===== src/design/prim_minimum_spanning_tree_core_macros.svh =====
// Assertion helpers used by pmst_dpath.
`ifndef PRIM_MINIMUM_SPANNING_TREE_CORE_MACROS_SVH
`define PRIM_MINIMUM_SPANNING_TREE_CORE_MACROS_SVH

// Check that cons holds in the same cycle as ante.
`define PMST_ASSERT_IMPLY(label, clk, rst, ante, cons) \
   label: assert property (@(posedge clk) disable iff (rst) (ante) |-> (cons)) \
      else $error("pmst assertion failed");

// Check that cons holds in the cycle after ante.
`define PMST_ASSERT_NEXT(label, clk, rst, ante, cons) \
   label: assert property (@(posedge clk) disable iff (rst) (ante) |=> (cons)) \
      else $error("pmst assertion failed");

`endif


===== src/design/pmst_pkg.sv =====
`default_nettype none
package pmst_pkg;

   localparam int MAX_VERTICES = 64;
   localparam int WEIGHT_BITS  = 16;
   localparam int VERT_BITS    = 7;
   localparam int FUNC_BITS    = 2;
   localparam int IDX_BITS     = $clog2(MAX_VERTICES);
   localparam int ADDR_BITS    = 2 * IDX_BITS;
   localparam int MATRIX_DEPTH = MAX_VERTICES * MAX_VERTICES;

   localparam logic [WEIGHT_BITS-1:0] NO_EDGE     = '1;
   localparam logic [VERT_BITS-1:0]   COUNT_RESET = VERT_BITS'(MAX_VERTICES);

   localparam logic [FUNC_BITS-1:0] FUNC_LOAD  = 2'd0;
   localparam logic [FUNC_BITS-1:0] FUNC_RUN   = 2'd1;
   localparam logic [FUNC_BITS-1:0] FUNC_CLEAR = 2'd2;

   typedef struct packed {
      logic [FUNC_BITS-1:0]   func;
      logic [VERT_BITS-1:0]   end_a;
      logic [VERT_BITS-1:0]   end_b;
      logic [WEIGHT_BITS-1:0] weight;
   } req_type;

   typedef struct packed {
      logic [VERT_BITS-1:0]   added_vertex;
      logic [VERT_BITS-1:0]   tree_vertex;
      logic [WEIGHT_BITS-1:0] edge_weight;
      logic                   disconnected;
      logic                   last;
   } rsp_type;

   typedef struct packed {
      logic [VERT_BITS-1:0]   nbr;
      logic [WEIGHT_BITS-1:0] cost;
   } dist_type;

   typedef enum logic [2:0] {
      ST_CLEAR,
      ST_IDLE,
      ST_LOAD,
      ST_SCAN,
      ST_DRAIN,
      ST_EMIT
   } state_type;

   typedef struct packed {
      logic clr_en;
      logic load_first;
      logic load_second;
      logic run_start;
      logic scan_en;
      logic emit;
   } cmd_type;

   typedef struct packed {
      logic clr_done;
      logic load_ok;
      logic run_single;
      logic scan_last;
      logic found;
      logic last_step;
      logic out_free;
   } status_type;

endpackage
`default_nettype wire


===== src/design/pmst_ctrl.sv =====
`default_nettype none
module pmst_ctrl (
   input  wire logic                           clock,
   input  wire logic                           reset,
   input  wire logic                           req_valid,
   input  wire logic [pmst_pkg::FUNC_BITS-1:0] req_func,
   input  wire pmst_pkg::status_type           status,
   output logic                                req_ready,
   output pmst_pkg::cmd_type                   cmd
);

   pmst_pkg::state_type state_ff, state_in;

   always_ff @(posedge clock) begin
      if (reset) begin
         state_ff <= pmst_pkg::ST_CLEAR;
      end else begin
         state_ff <= state_in;
      end
   end

   always_comb begin
      state_in  = state_ff;
      req_ready = 1'b0;
      cmd       = '0;
      unique case (state_ff)
         pmst_pkg::ST_CLEAR: begin
            cmd.clr_en = 1'b1;
            if (status.clr_done) begin
               state_in = pmst_pkg::ST_IDLE;
            end
         end
         pmst_pkg::ST_IDLE: begin
            req_ready = 1'b1;
            if (req_valid) begin
               unique case (req_func)
                  pmst_pkg::FUNC_LOAD: begin
                     if (status.load_ok) begin
                        cmd.load_first = 1'b1;
                        state_in       = pmst_pkg::ST_LOAD;
                     end
                  end
                  pmst_pkg::FUNC_RUN: begin
                     if (!status.run_single) begin
                        cmd.run_start = 1'b1;
                        state_in      = pmst_pkg::ST_SCAN;
                     end
                  end
                  pmst_pkg::FUNC_CLEAR: begin
                     state_in = pmst_pkg::ST_CLEAR;
                  end
                  default: begin
                  end
               endcase
            end
         end
         pmst_pkg::ST_LOAD: begin
            cmd.load_second = 1'b1;
            state_in        = pmst_pkg::ST_IDLE;
         end
         pmst_pkg::ST_SCAN: begin
            cmd.scan_en = 1'b1;
            if (status.scan_last) begin
               state_in = pmst_pkg::ST_DRAIN;
            end
         end
         pmst_pkg::ST_DRAIN: begin
            state_in = pmst_pkg::ST_EMIT;
         end
         pmst_pkg::ST_EMIT: begin
            if (status.out_free) begin
               cmd.emit = 1'b1;
               if (!status.found || status.last_step) begin
                  state_in = pmst_pkg::ST_IDLE;
               end else begin
                  state_in = pmst_pkg::ST_SCAN;
               end
            end
         end
         default: begin
            state_in = pmst_pkg::ST_CLEAR;
         end
      endcase
   end

endmodule
`default_nettype wire


===== config.mk =====
export PLATFORM = sky130hd
export DESIGN_NAME = pmst_ctrl
export DESIGN_NICKNAME = d
export VERILOG_FILES = /design/src/design/prim_minimum_spanning_tree_core_macros.svh /design/src/design/pmst_pkg.sv /design/src/design/pmst_ctrl.sv
export SDC_FILE = /design/constraint.sdc
export NUM_CORES = 1
export LEC_CHECK = 0
export ABC_AREA = 1
export BUFFER_PORTS_ARGS = -buffer_cell sky130_fd_sc_hd__buf_2
export CAP_MARGIN = 5
export CORE_AREA = 2 2 39 41
export CTS_BUF_LIST = sky130_fd_sc_hd__clkbuf_8
export DETAILED_ROUTE_END_ITERATION = 8
export DIE_AREA = 0 0 41 43
export GPL_TIMING_DRIVEN = 0
export PLACE_DENSITY = 0.65
export REMOVE_ABC_BUFFERS = 1
export SLEW_MARGIN = 20
export SYNTH_ARGS = -nofsm -noshare
export SYNTH_HDL_FRONTEND = slang
export SYNTH_SLANG_ARGS = --single-unit

===== constraint.sdc =====
create_clock -name clock -period 1.2 [get_ports clock]
set_clock_uncertainty 0.2 [all_clocks]
set_input_delay 0.24 -clock clock [delete_from_list [all_inputs] [get_ports clock]]
set_output_delay 0.24 -clock clock [all_outputs]
set_load 0.02 [all_outputs]

==> flow_metrics.tcl <==
set metrics [dict create \
    status "finished, violations left" \
    violations "negative setup slack" \
    finalMaxSlewViolations 0 \
    num-nets-final 104 \
    wl_per_cell_um 9.897 \
    overflow 0 \
    setup_slack_ns -0.2876 \
    clkTransAtPathRegs_ns 0.03 \
    largest_register "state_ff" \
    largest_reg_flops 3 \
    ios 19 \
    hold_buffers 0 \
    layout_common_cells "nor2_1 (12), nand2_1 (12), buf_2 (12)" \
    layout_min_cycle_time_ns 1.488 \
    reg2reg_from "state_ff[0]$_SDFFE_PP0P_" \
    hold_path.class "in -> reg" \
    postSynthCellCount 64 \
    grtUsageTotal_pct 13.14 \
    yosys.cell_types.count 14 \
    clk_path_buf_depth 2 \
    arrival_ns 1.05 \
    timing.setup.tns_ns -2.449 \
    port-buffer-count 18 \
    peakVddDrop_mv 0.6143 \
    startpoint "state_ff[0]$_SDFFE_PP0P_" \
    largestRegisters "state_ff x3" \
    vias 478 \
    maxCapViolCount 0 \
    r2r_end "state_ff[0]$_SDFFE_PP0P_" \
    r2r_cells 8 \
    startpoint_type "flop" \
    grt_pass1_wl_mm 1.566 \
    dieHeight_um 43 \
    syn2layout_area_growth_pct 87.08 \
    rsz0062_at_grt "yes" \
    critPathKind "reg -> out" \
    globalplace.congestion 0.8344 \
    relSlewSlack_pct 83.74 \
    synth_seq_area_share_pct 17.71 \
    whs_ns 0.01472 \
    pwr_density_cell_nw_per_um2 1573 \
    worst_pin_slew_ns 0.2421 \
    die_area_um2 1763 \
    drive_gt1_share_pct 50.55 \
    numCtsBuffers 3 \
    die_w_um 41 \
    drt_pass1_iterations 4 \
    end_kind "primary output" \
    ys_seq_elements 3 \
    fin_crit_sh_pct 124.0 \
    syn_area_um2 339.1 \
    coreArea_um2 1384 \
    viasPerCell 4.467 \
    clock_latency_ns 0.22 \
    num_rows 14 \
    grt_max_degree 9 \
    cts_root_buf "clkbuf_8" \
    max_clock_freq_mhz 672.2 \
    ant_nets 0 \
    initial_core_util_pct 24.50 \
    clock_sink_count 3 \
    critical_path_required_ns 0.76 \
    synth_warnings 0 \
    drtIter0Drc 7 \
    endpoint "cmd[2]" \
    regToRegSetupSlack_ns -0.23 \
    antenna_found_initial 0 \
    cts_tree "yes" \
    leakage_nw 0.3202 \
    h-tree-depth 1 \
    diodes 0 \
    hold_viol_final 0 \
    drt_wl_total_mm 1.059 \
    finalSetupViolations 10 \
    drc 0 \
    syn_area_per_cell_um2 5.298 \
    dp_hpwl_um 680.4 \
    path_max_fanout 4 \
    grt_pass1_vias 442 \
]
[worst max-delay path, stage by stage, from the launching register on]
cell	delay (ns)
dfxtp_4	0.38
inv_4	0.04
nor2_4	0.09
nand3_2	0.08
nor2_1	0.09
buf_4	0.14
[report_power, final]
group	total [mW]	switching, mW	internal (mW)
clock	0.285	0.0671	0.218
combinational	0.512	0.281	0.231
sequential	0.201	0.0690	0.132
[cells by family (layout without fill, tap and decap cells)]
logic type | count (synthesis) | in the layout | share of synthesized area, %
DFF | 3 | 3 | 17.71
buffers and inverters | 12 | 39 | 15.50
AOI/OAI and AO/OA | 5 | 5 | 7.379
and+or+nand+nor | 44 | 44 | 59.41
[metrics by stage]
stage	power, mW	setup WS, ns	util (%)	area, um^2	cells
3_3_place_gp	0.5181	-0.3209	31.65	437.9	97
3_5_place_dp	0.5186	-0.3102	31.65	437.9	97
4_1_cts	0.9121	-0.2931	41.41	573.1	107
2_1_floorplan	0.4228	-0.2868	-	327.8	63
6_report	0.9978	-0.2876	45.84	634.4	107
5_1_grt	1.072	-0.3349	45.84	634.4	107
[metal layers]
metal | wire [um] | GRT usage [%]
met2 | 549 | 19.06
met1 | 405 | 13.78
met5 | 0 | 0
met4 | 33 | 12.00
met3 | 70 | 4.712
[cells in the mapped netlist]
library cell | number | area (um^2)
nand3b_1 | 1 | 7.510
buf_6 | 1 | 11.26
nand3_1 | 7 | 35.03
nand2_2 | 1 | 6.260
nor2_1 | 15 | 56.30
nor2_2 | 3 | 18.77
nor3_1 | 3 | 15.01
dfxtp_1 | 3 | 60.06
nor2_4 | 1 | 11.26
inv_1 | 10 | 37.54
inv_2 | 1 | 3.750
nand4_1 | 1 | 6.260
nand2_1 | 12 | 45.04
a21oi_1 | 5 | 25.02
[cell type report]
cell class	instances	area (um^2)
Timing Repair Buffer	24	168.9
Tap cell	16	20.02
Inverter	11	48.80
Multi-Input combinational cell	49	280.3
Fill cell	152	749.5
Clock inverter	1	3.754
Clock buffer	3	41.29
Sequential cell	3	71.32
[what timing repair did]
action	in CTS	in global routing
setup endpoints to repair	10	10
pin swaps	5	8
endpoints found under the hold margin	0	0
gates resized for setup	18	16
buffers inserted	6	0
cloned	0	0
[how the worst min path moves through the flow]
stage               start                       end  slack (ns)  depth (start not counted)
floorplan           reset  state_ff[0]$_SDFFE_PP0P_        0.11                          1
global placement    reset  state_ff[0]$_SDFFE_PP0P_        0.24                          2
detailed placement  reset  state_ff[0]$_SDFFE_PP0P_        0.24                          2
CTS                 reset  state_ff[0]$_SDFFE_PP0P_      0.0009                          2
global route        reset  state_ff[2]$_SDFFE_PP0P_        0.02                          2
finish              reset  state_ff[2]$_SDFFE_PP0P_        0.01                          2
Power figures use the tool's default switching activity.
